--- src/address_resolution_cache_macros.svh ---
// Assertion macros used by the address resolution cache top level.
`ifndef ADDRESS_RESOLUTION_CACHE_MACROS_SVH
`define ADDRESS_RESOLUTION_CACHE_MACROS_SVH

// Check that a condition implies a consequence in the same cycle.
`define ARC_ASSERT_SAME(label, clk, rst_n, cond, cons, msg) \
    label: assert property (@(posedge clk) disable iff (!rst_n) (cond) |-> (cons)) \
        else $error(msg);

// Check that a condition implies a consequence in the next cycle.
`define ARC_ASSERT_NEXT(label, clk, rst_n, cond, cons, msg) \
    label: assert property (@(posedge clk) disable iff (!rst_n) (cond) |=> (cons)) \
        else $error(msg);

`endif

--- src/arc_pkg.sv ---
// Package with widths, codes and types of the address resolution cache.
package arc_pkg;

    localparam int DEF_ENTRIES = 32;
    localparam int IP_W        = 32;
    localparam int MAC_W       = 48;
    localparam int IDX_OUT_W   = 5;

    localparam logic OP_LOOKUP = 1'b0;
    localparam logic OP_UPDATE = 1'b1;

    // search item walking the cell chain
    typedef struct packed {
        logic             valid;
        logic             op;
        logic             hit;
        logic [IP_W-1:0]  ip;
        logic [MAC_W-1:0] mac;
        logic [MAC_W-1:0] found;
    } t_token;

    typedef struct packed {
        logic                 hit;
        logic [MAC_W-1:0]     found_mac;
        logic [IDX_OUT_W-1:0] entry_index;
    } t_result;

endpackage

--- src/arc_cell.sv ---
// One table entry of the cache chain: compare, capture and forward the search item.
module arc_cell import arc_pkg::*; #(
    parameter int IDX_W = 5,
    parameter int INDEX = 0
) (
    input  logic             i_clk,
    input  logic             i_rst_n,
    input  t_token           i_tok,
    input  logic [IDX_W-1:0] i_tok_idx,
    input  logic             i_ins_en,
    input  logic [IDX_W-1:0] i_ins_idx,
    input  logic [IP_W-1:0]  i_ins_ip,
    input  logic [MAC_W-1:0] i_ins_mac,
    output t_token           o_tok,
    output logic [IDX_W-1:0] o_tok_idx
);

    logic             r_valid;
    logic [IP_W-1:0]  r_ip;
    logic [MAC_W-1:0] r_mac;
    t_token           r_tok;
    t_token           n_tok;
    logic [IDX_W-1:0] r_tok_idx;
    logic [IDX_W-1:0] n_tok_idx;

    logic [IP_W-1:0]  eff_ip;
    logic [MAC_W-1:0] eff_mac;
    logic             match;
    logic             ins_here;

    // an entry never written reads as all zeros
    assign eff_ip   = r_valid ? r_ip  : '0;
    assign eff_mac  = r_valid ? r_mac : '0;
    assign match    = i_tok.valid && !i_tok.hit && (eff_ip == i_tok.ip);
    assign ins_here = i_ins_en && (i_ins_idx == IDX_W'(INDEX));

    always_comb begin
        n_tok     = i_tok;
        n_tok_idx = i_tok_idx;
        if (match) begin
            n_tok.hit = 1'b1;
            n_tok_idx = IDX_W'(INDEX);
            n_tok.found = (i_tok.op == OP_LOOKUP) ? eff_mac : '0;
        end
    end

    always_ff @(posedge i_clk) begin
        if (!i_rst_n) begin
            r_valid   <= 1'b0;
            r_tok     <= '0;
        end else begin
            r_tok <= n_tok;
            if (ins_here || (match && i_tok.op == OP_UPDATE)) begin
                r_valid <= 1'b1;
            end
        end
    end

    always_ff @(posedge i_clk) begin
        r_tok_idx <= n_tok_idx;
        if (ins_here) begin
            r_ip  <= i_ins_ip;
            r_mac <= i_ins_mac;
        end else if (match && i_tok.op == OP_UPDATE) begin
            r_ip  <= eff_ip;
            r_mac <= i_tok.mac;
        end
    end

    assign o_tok     = r_tok;
    assign o_tok_idx = r_tok_idx;

endmodule
--- config.mk ---
export PLATFORM = sky130hd
export DESIGN_NAME = arc_cell
export DESIGN_NICKNAME = d
export VERILOG_FILES = /design/src/address_resolution_cache_macros.svh /design/src/arc_pkg.sv /design/src/arc_cell.sv
export SDC_FILE = /design/constraint.sdc
export NUM_CORES = 1
export LEC_CHECK = 0
export BUFFER_PORTS_ARGS = -buffer_cell sky130_fd_sc_hd__buf_2
export CAP_MARGIN = 15
export CORE_AREA = 2 2 141 143
export DETAILED_ROUTE_END_ITERATION = 10
export DIE_AREA = 0 0 143 145
export GPL_ROUTABILITY_DRIVEN = 0
export PLACE_DENSITY = 0.75
export SLEW_MARGIN = 20
export SYNTH_ARGS = -nofsm -noshare
export SYNTH_HDL_FRONTEND = slang
export SYNTH_SLANG_ARGS = --single-unit
--- constraint.sdc ---
create_clock -name i_clk -period 3.99 [get_ports i_clk]
set_input_delay 0.399 -clock i_clk [delete_from_list [all_inputs] [get_ports i_clk]]
set_output_delay 0.399 -clock i_clk [all_outputs]
set_load 0.01 [all_outputs]
==> reports/results.ini, run 1 <==
[layout]
final_util_pct=58.56
drive_gt1_share_pct=33.66
fill_cells=1709
final_cells=1479
area_growth_pct=32.23
nets=1418
design_area_um2=11250

[power_and_ir_drop]
p_sw_share_pct=21.80
power_frac_clock_pct=44.2
power.internal_w=0.003908
ir_worst_vdd_mv=0.2873
p_leak_nw=5.167
power_frac_comb_pct=7.9
p_sw_w=0.001089
power_density_nw_per_um2=444.2
p_seq_share_pct=47.9

[yosys]
synth_area_leaders=dfxtp_1 32%, edfxtp_1 28%, nand2_1 14%
ys_async_sr_fraction_pct=0
postSynthRegisterBits=217
syn_area_per_cell_um2=9.996
synthDistinctLibCells=45
yosysTopAreaCellShare_pct=32.24
synth_nets=1075
synth-edff-count=80
ys.flop_type=dfxtp_1
synth_area_um2=8507
ys_seq_area_share_pct=60.48
synth_top_cell_by_area=dfxtp_1
ys_warn_count=0
syn_inst=851

[drt]
wire_per_inst_um=16.24
firstDrtPassIters=5
routed_via_density=4.846
route.detailed.drc=0
dr_total_vias=7167
ant_nets=0
wirelength_um=24020
drt_iter0_markers=392

[cts]
clock_latency_ps=500
path_clk_slew_ps=60
ctsHoldBuffers=0
cts.sink_count=217
h-tree-depth=1
cts_tree=yes
root_buffer=clkbuf_16
cts_buffers=24
post_cts_buffers=0
clockBufferDepth=3
postCtsResizedCells=0

[global_routing]
grt_busiest_layer=met2
grt-ovfl-total=0
first_global_vias=6993
grt_antenna_before_repair=2
grt_usage_pct=22.28
grtUsageMet1_pct=28.97
gr-usage-met2_pct=38.06
grt_max_degree=80
use_met3_pct=4.125
grt_pass1_wl_um=36610

[critical_path]
end_kind=flip-flop
critPathSlowestCell=dfxtp_2
cp.required_ps=4410
slowest_delay_ps=850
path_buf_inv=1
r2r-start=r_valid
cp_max_fo=55
worstSetupStartpointType=flip-flop
crit_family=flip-flops
path_cells=nand4b_1 > o22ai_1 > a21oi_1 > a2111oi_2 > and4_4 > buf_4 > mux2i_1
critPathKind=reg2reg
setup.worst_path.start=r_valid
worst_ep_arrival_time_ps=3540

[placement]
port_buffers=359
postPlaceCellArea_um2=10440
dp.cells=1433
hpwl_um=17040

[timing]
rsz0062_at_grt=no
period_needed_ps=3127
hold_viol=0
final.setup.tns_ps=0
fin_skew_ps=14.76
tightest_slew_ps=956.6
maxSlewViolCount=0
setup_viol=0
maxSlewHeadroom_pct=36.22
fin_crit_sh_pct=78.37
fmax_mhz=319.8

[hold_path]
min_from=i_tok[86]
hold_path.class=in2reg

[floorplan]
boundaryPins=360
die_x_um=143
die_y_um=145
num_rows=51
initial_core_util_pct=44.29
core_area_um2=19210
fp.dieArea_um2=20740

[job]
maxCapViolCount=0

[run_status]
outcome=finished, final reports clean

stage by stage:
stage                     hold slack, ps  total power, W  worst slack [ps]
after floorplan                    482.5        0.002597             299.3
after global placement             486.3        0.002830             958.6
after detailed placement           495.9        0.002838             894.8
after CTS                          91.68        0.005035             834.7
after global routing               96.87        0.005178             673.1
final                              108.2        0.004997             862.9
layer usage:
metal / vias up / part of all wire (%)
li1: 3506 / -
met1: 3363 / 42
met2: 265 / 50
met3: 33 / 6.3
met4: 0 / 2.2
met5: - / 0
worst register-to-register path: cells and delay by family, from the launching register on:
family,cells,cell delay [ps]
AND/OR/NAND/NOR,2,480
buffers and inverters,1,680
AO/OA/AOI/OAI,3,660
flip-flops,1,850
multiplexers,1,380
placed cells by master, fill, tap and decap left out, types with 8 or more instances in the layout:
cell type | netlist | layout
nand3_1 | 34 | 34
nand2b_1 | 8 | 8
nor2_1 | 12 | 12
dfxtp_1 | 137 | 136
nand2_1 | 307 | 307
o21ai_0 | 11 | 11
mux2i_1 | 48 | 48
and2_1 | 82 | 82
nor2b_1 | 13 | 13
clkbuf_1 | 38 | 9
clkbuf_16 | 0 | 26
buf_2 | 3 | 358
edfxtp_1 | 80 | 80
final cells by class:
cell class	count	area, µm²	share of cell area (%)
Inverter	7	26.28	0.2336
Sequential cell	217	5146	45.75
Clock buffer	40	753.2	6.696
Tap cell	265	331.6	2.948
Antenna cell	2	5.005	0.04449
Timing Repair Buffer	366	1864	16.57
Multi-Input combinational cell	578	3075	27.34
Clock inverter	4	46.29	0.4116
power groups by stage:
| stage | sequential [W] | combinational (W) | clock [W] |
|---|---|---|---|
| detailed placement | 0.00244 | 0.000397 | 0 |
| global route | 0.00240 | 0.000435 | 0.00234 |
| finish | 0.00239 | 0.000396 | 0.00221 |
| CTS | 0.00239 | 0.000399 | 0.00224 |
| floorplan | 0.00248 | 0.000118 | 0 |
| global placement | 0.00244 | 0.000391 | 0 |
cells by family after synthesis:
kind of cell | Yosys count | synth area share [%]
AND/OR/NAND/NOR | 478 | 25.62
AO/OA/AOI/OAI | 43 | 3.780
buffers and inverters | 56 | 3.545
flip-flops | 217 | 60.48
XOR/XNOR | 9 | 0.9265
multiplexers | 48 | 5.648
synthesized netlist by cell type, drive strengths merged (2+ instances only):
library cell  count
a2111oi           4
nand4b            7
nor2             12
o2111ai           2
and2             82
a22oi             2
dfxtp           137
and4              2
nand3            34
o2bb2ai           2
o21a              2
a41oi             2
mux2i            48
nor4              3
nand2           307
o221ai            2
nand3b            2
buf              11
nor2b            13
nor3              4
xor2              4
a21oi             4
o22ai             4
o21ai            11
edfxtp           80
inv               7
xnor2             5
clkbuf           38
nand2b            8
flip-flops by register name, indices dropped and copies added (netlist names):
signal / count
o_tok_idx: 5
r_ip: 32
r_mac: 48
o_tok: 131
r_valid: 1
final timing paths:
check | endpoint | slack [ps] | cells after the start
setup / recovery | o_tok[2] | 860 | 7
hold / removal | o_tok[86] | 110 | 2
setup reg to reg | o_tok[2] | 860 | 7
hold reg to reg | o_tok[7] | 510 | 2
(Power assumes the default switching activity.)
==> run 2, diff against run 1 <==
clock period = 2.9 ns   (was 3.99 ns; I/O delays follow)
==> run 2 against run 1 <==
Compared with the run above: clock skew hardly changed; register-to-register slack worse by 580 ps; sequential power rose by 38%; largest power group unchanged.
==> reports/results.ini, run 2 (synthesized netlist as in run 1, its figures left out) <==
[drt]
wire_per_inst_um=16.44  ; was 16.24 µm
dr_total_vias=7418  ; was 7167
met2_length_um=12820  ; was 11960 µm
wirelength_um=25240  ; was 24020 µm
routed_via_density=4.833  ; was 4.846
wl_met3_um=1828  ; was 1523 µm
ant_nets=0  ; unchanged
highest_layer=met4  ; unchanged
drt_iter0_markers=406  ; was 392
route.detailed.drc=0  ; unchanged
firstDrtPassIters=4  ; was 5
drt-met1-wl_um=9854  ; was 10010 µm

[global_routing]
grt_max_degree=81  ; was 80
grt_usage_pct=23.59  ; was 22.28%
first_global_vias=7486  ; was 6993
grt_pass1_wl_um=38780  ; was 36610 µm
grt-ovfl-total=0  ; unchanged
grt_antenna_before_repair=4  ; was 2

[floorplan]
fp.dieArea_um2=20740  ; unchanged
initial_core_util_pct=44.29  ; unchanged
num_rows=51  ; unchanged
die_x_um=143  ; unchanged
boundaryPins=360  ; unchanged
core_area_um2=19210  ; unchanged
die_y_um=145  ; unchanged

[timing]
fin_crit_sh_pct=90.16  ; was 78.37%
setup_viol=0  ; unchanged
maxSlewHeadroom_pct=39.05  ; was 36.22%
fmax_mhz=382.5  ; was 319.8 MHz
maxSlewViolCount=0  ; unchanged
setup_ws_ps=285.3  ; was 862.9 ps
hold_viol=0  ; unchanged
tightest_slew_ps=914.2  ; was 956.6 ps
fin_skew_ps=14.29  ; was 14.76 ps
period_needed_ps=2615  ; was 3127 ps
rsz0062_at_grt=no  ; unchanged
final.setup.tns_ps=0  ; unchanged

[hold_path]
min_from=i_tok[41]  ; was i_tok[86]
hold_path.class=in2reg  ; unchanged
hold-path-cell-count=3  ; was 2
holdPathEnd=o_tok[41]  ; was o_tok[86]

[power_and_ir_drop]
power_w=0.007175  ; was 0.004997 W
power_density_nw_per_um2=603.6  ; was 444.2 nW/µm²
p_leak_nw=5.448  ; was 5.167 nW
ir_worst_vdd_mv=0.4577  ; was 0.2873 mV

[layout]
largest_reg_flops=131  ; unchanged
fill_cells=1578  ; was 1709
nets=1472  ; was 1418
final_common_cell=buf_2  ; unchanged
final_cell_mix=358 x buf_2, 307 x nand2_1, 136 x dfxtp_1  ; unchanged
drive_gt1_share_pct=33.25  ; was 33.66%
area_growth_pct=39.74  ; was 32.23%
final_util_pct=61.89  ; was 58.56%

[critical_path]
reg2reg_to=r_ip[20]  ; was o_tok[2]
worstSetupStartpointType=flip-flop  ; unchanged
critPathKind=reg2reg  ; unchanged
r2r-start=r_valid  ; unchanged
rrSetupSlack_ps=290  ; was 860 ps
worst_ep_arrival_time_ps=2820  ; was 3540 ps
reg2regPathDepth=8  ; was 7
cp.required_ps=3110  ; was 4410 ps
end_kind=flip-flop  ; unchanged
cp_max_fo=28  ; was 55

[cts]
h-tree-depth=1  ; unchanged
path_clk_slew_ps=60  ; about the same
root_buffer=clkbuf_16  ; unchanged
postCtsResizedCells=0  ; unchanged
cts_tree=yes  ; unchanged
clockBufferDepth=3  ; unchanged
cts_buffers=24  ; unchanged
cts.sink_count=217  ; unchanged
clock_latency_ps=510  ; was 500 ps

[placement]
dp_slack_ps=345.3  ; was 894.8 ps
hpwl_um=17350  ; was 17040 µm
port_buffers=359  ; unchanged

[run_status]
outcome=finished, final reports clean  ; unchanged

[job]
maxCapViolCount=0  ; unchanged

## run 2: cell count changes in the layout (fill, tap and decap cells not counted), sizes merged
cell	delta
dlygate4sd3	+47
buf	+7
clkbuf	-6
clkinv	+4
bufinv	+2
diode	+2
clkinvlp	+1
inv	-1
## run 2: worst max-delay path by stage
stage / from / to / cells after the start
after floorplan: r_ip[10] / r_ip[0] / 7
after global placement: r_valid / r_ip[13] / 7
after detailed placement: r_valid / r_ip[5] / 8
after CTS: r_valid / r_ip[2] / 8
after global routing: r_valid / r_ip[20] / 8
final: r_valid / r_ip[20] / 8
## run 2: per-stage QoR
stage	instances	area, µm²	hold slack, ps
floorplan	851	8514	411.7
global placement	1440	10530	489.3
detailed placement	1440	10530	502.6
CTS	1531	11880	0.6336
global route	1535	11890	2.934
finish	1535	11890	20.32
## run 2: layout make-up
class                   count  area, µm²  area share, %
diodes                      4      10.01        0.08420
inverters                   7      26.28         0.2210
well taps                 265      331.6          2.789
clock inverters            10      131.4          1.105
flip-flops and latches    217       5146          43.29
repair buffers            420       2425          20.40
clock buffers              34      742.0          6.241
multi-input cells         578       3075          25.87
## run 2: per-layer routing
metal,up-vias,track usage [%]
met5,-,0
met2,342,41.99
met4,0,7.871
met1,3420,28.25
met3,58,4.620
li1,3598,-
## run 2: power breakdown
group / total [W] / switching, W / leakage (nW) / internal [W]
registers: 0.00330 / 0.0000332 / 1.88 / 0.00326
clock network: 0.00328 / 0.00123 / 0.431 / 0.00205
logic: 0.000598 / 0.000296 / 3.14 / 0.000302
total: 0.00718 / 0.00156 / 5.45 / 0.00561
## run 2: repair_timing
action,CTS,global route
buffers inserted,0,0
hold endpoints to repair,47,0
hold buffers,47,0
## run 2: critical path: stages, from the launching register on
cell	delay, ps
dfxtp_2	470
buf_4	270
nor4_1	310
nand3_1	130
o31ai_1	100
o311a_1	220
and4_4	260
a21o_4	310
buf_4	240
==> run 3, diff against run 2 <==
--- a/config.mk
+++ b/config.mk
@@ -13,2 +13,3 @@
 export GPL_ROUTABILITY_DRIVEN = 0
+export HOLD_SLACK_MARGIN = 0.05
 export PLACE_DENSITY = 0.75
==> constraint.sdc (replaced) <==
create_clock -name i_clk -period 2.9 [get_ports i_clk]
set_input_delay 0.58 -clock i_clk [delete_from_list [all_inputs] [get_ports i_clk]]
set_output_delay 0.58 -clock i_clk [all_outputs]
set_load 0.01 [all_outputs]
==> run 3 against run 2 <==
Compared with the run above: clock power down 12%; utilization fell by 3.1 points; cell area shrank 5.0%; sequential power about the same; critical path type unchanged; maximum frequency fell by 4.2%; die area stayed put; hold slack improved by 270 ps; sequential cell count is the same; cell count shrank 3.3%; largest cell class unchanged; sequential share of layout area rose by 2.3 points.
==> reports/results.ini, run 3 (synthesized netlist as in run 1, its figures left out) <==
[layout]
final_cell_mix=358 x buf_2, 307 x nand2_1, 136 x dfxtp_1  ; unchanged
area_growth_pct=32.73  ; was 39.74%
final_common_cell=buf_2  ; unchanged
nets=1426  ; was 1472
drive_gt1_share_pct=33.93  ; was 33.25%
largest_reg_flops=131  ; unchanged
diodes=0  ; was 4
fill_cells=1677  ; was 1578

[placement]
hpwl_um=17410  ; was 17350 µm
port_buffers=359  ; unchanged

[cts]
ctsHoldBuffers=0  ; was 47
cts_tree=yes  ; unchanged
post_cts_buffers=0  ; unchanged
clockBufferDepth=3  ; unchanged
path_clk_slew_ps=60  ; about the same
cts.sink_count=217  ; unchanged
postCtsResizedCells=0  ; unchanged
cts_buffers=24  ; unchanged
h-tree-depth=1  ; unchanged
clock_latency_ps=500  ; was 510 ps
root_buffer=clkbuf_16  ; unchanged

[critical_path]
cp_max_fo=31  ; was 28
critPathSlowestCell=dfxtp_2  ; unchanged
cp.required_ps=3100  ; was 3110 ps
critPathKind=reg2reg  ; unchanged
path_buf_inv=1  ; was 2
setup.worst_path.start=r_valid  ; unchanged
cp.depth=7  ; was 8
reg2reg_to=r_ip[15]  ; was r_ip[20]
rrSetupSlack_ps=170  ; was 290 ps
reg2regPathDepth=7  ; was 8
path_cells=nand4b_1 > o22ai_1 > a21oi_1 > a2111oi_2 > and4_4 > a21o_4 > buf_4  ; was buf_4 > nor4_1 > nand3_1 > o31ai_1 > o311a_1 > and4_4 > a21o_4 > buf_4
worst_ep_arrival_time_ps=2930  ; was 2820 ps
crit_family=compound AO/OA/AOI/OAI gates  ; was simple AND/OR/NAND/NOR gates
end_kind=flip-flop  ; unchanged
slowest_delay_ps=720  ; was 470 ps
worstSetupStartpointType=flip-flop  ; unchanged
r2r-start=r_valid  ; unchanged
critPathCapture=r_ip[15]  ; was r_ip[20]

[global_routing]
grt_antenna_before_repair=0  ; was 4
first_global_vias=7095  ; was 7486
grt_pass1_wl_um=37230  ; was 38780 µm
use_met3_pct=3.795  ; was 4.620%
grtUsageMet1_pct=28.40  ; was 28.25%
grt_busiest_layer=met2  ; unchanged
gr-usage-met2_pct=39.98  ; was 41.99%
grt-ovfl-total=0  ; unchanged
grt_usage_pct=22.67  ; was 23.59%
grt_max_degree=80  ; was 81

[timing]
setup_viol=0  ; unchanged
fin_crit_sh_pct=94.16  ; was 90.16%
final.setup.tns_ps=0  ; unchanged
hold_viol=0  ; unchanged
fin_skew_ps=12.12  ; was 14.29 ps
maxSlewViolCount=0  ; unchanged
rsz0062_at_grt=no  ; unchanged
fmax_mhz=366.2  ; was 382.5 MHz
maxSlewHeadroom_pct=39.29  ; was 39.05%
period_needed_ps=2731  ; was 2615 ps
tightest_slew_ps=910.6  ; was 914.2 ps

[run_status]
outcome=finished, final reports clean  ; unchanged

[drt]
dr_total_vias=7111  ; was 7418
route.detailed.drc=0  ; unchanged
firstDrtPassIters=4  ; unchanged
drt_iter0_markers=412  ; was 406
routed_via_density=4.789  ; was 4.833
wire_per_inst_um=16.21  ; was 16.44 µm
wirelength_um=24080  ; was 25240 µm
ant_nets=0  ; unchanged

[floorplan]
boundaryPins=360  ; unchanged
core_area_um2=19210  ; unchanged
die_y_um=145  ; unchanged
num_rows=51  ; unchanged
fp.dieArea_um2=20740  ; unchanged
die_x_um=143  ; unchanged
initial_core_util_pct=44.29  ; unchanged

[job]
maxCapViolCount=0  ; unchanged

[power_and_ir_drop]
power_density_nw_per_um2=596.4  ; was 603.6 nW/µm²
ir_worst_vdd_mv=0.4742  ; was 0.4577 mV
power_w=0.006734  ; was 0.007175 W
p_leak_nw=5.198  ; was 5.448 nW

[hold_path]
hold_path.class=in2reg  ; unchanged
hold-path-cell-count=2  ; was 3

==> run 3: power breakdown <==
part,internal [W],switching (W),leakage (nW)
combinational,0.000261,0.000279,2.94
clock,0.00173,0.00117,0.375
sequential,0.00326,0.0000335,1.88
==> run 3: stage by stage <==
| step | util [%] | hold slack (ps) | instance area [µm²] | setup WS [ps] | std cells |
|---|---|---|---|---|---|
| after floorplan | - | 482.5 | 8514 | 153.3 | 851 |
| after global placement | 54.82 | 487.7 | 10530 | 190.0 | 1441 |
| after detailed placement | 54.82 | 498.3 | 10530 | 167.9 | 1441 |
| after CTS | 58.78 | 266.8 | 11290 | 209.1 | 1485 |
| after global routing | 58.78 | 284.1 | 11290 | 34.73 | 1485 |
| final | 58.78 | 293.2 | 11290 | 169.4 | 1485 |
==> run 3: area by class of cell <==
cell class	count	area (µm²)	area share, %
sequential	217	5146	45.58
multi-input combinational	578	3075	27.24
timing repair buffer	374	1949	17.27
clock buffer	37	732.0	6.483
tap	265	331.6	2.937
clock inverter	7	30.03	0.2660
inverter	7	26.28	0.2327
==> run 3: worst min path at each step <==
stage | end | startpoint | slack [ps]
2_1_floorplan | o_tok[10] | r_mac[10] | 480
3_3_place_gp | o_tok[29] | r_mac[29] | 490
3_5_place_dp | o_tok[5] | r_mac[5] | 500
4_1_cts | o_tok_idx[2] | i_tok_idx[2] | 270
5_1_grt | o_tok_idx[3] | i_tok_idx[3] | 280
6_report | o_tok_idx[2] | i_tok_idx[2] | 290
==> run 3: per-layer routing <==
metal | part of all wire [%] | up-vias | routed length (µm)
li1 | - | 3514 | -
met1 | 40 | 3251 | 9520
met2 | 51 | 306 | 12160
met3 | 7.4 | 40 | 1789
met4 | 2.5 | 0 | 602
met5 | 0 | - | 0
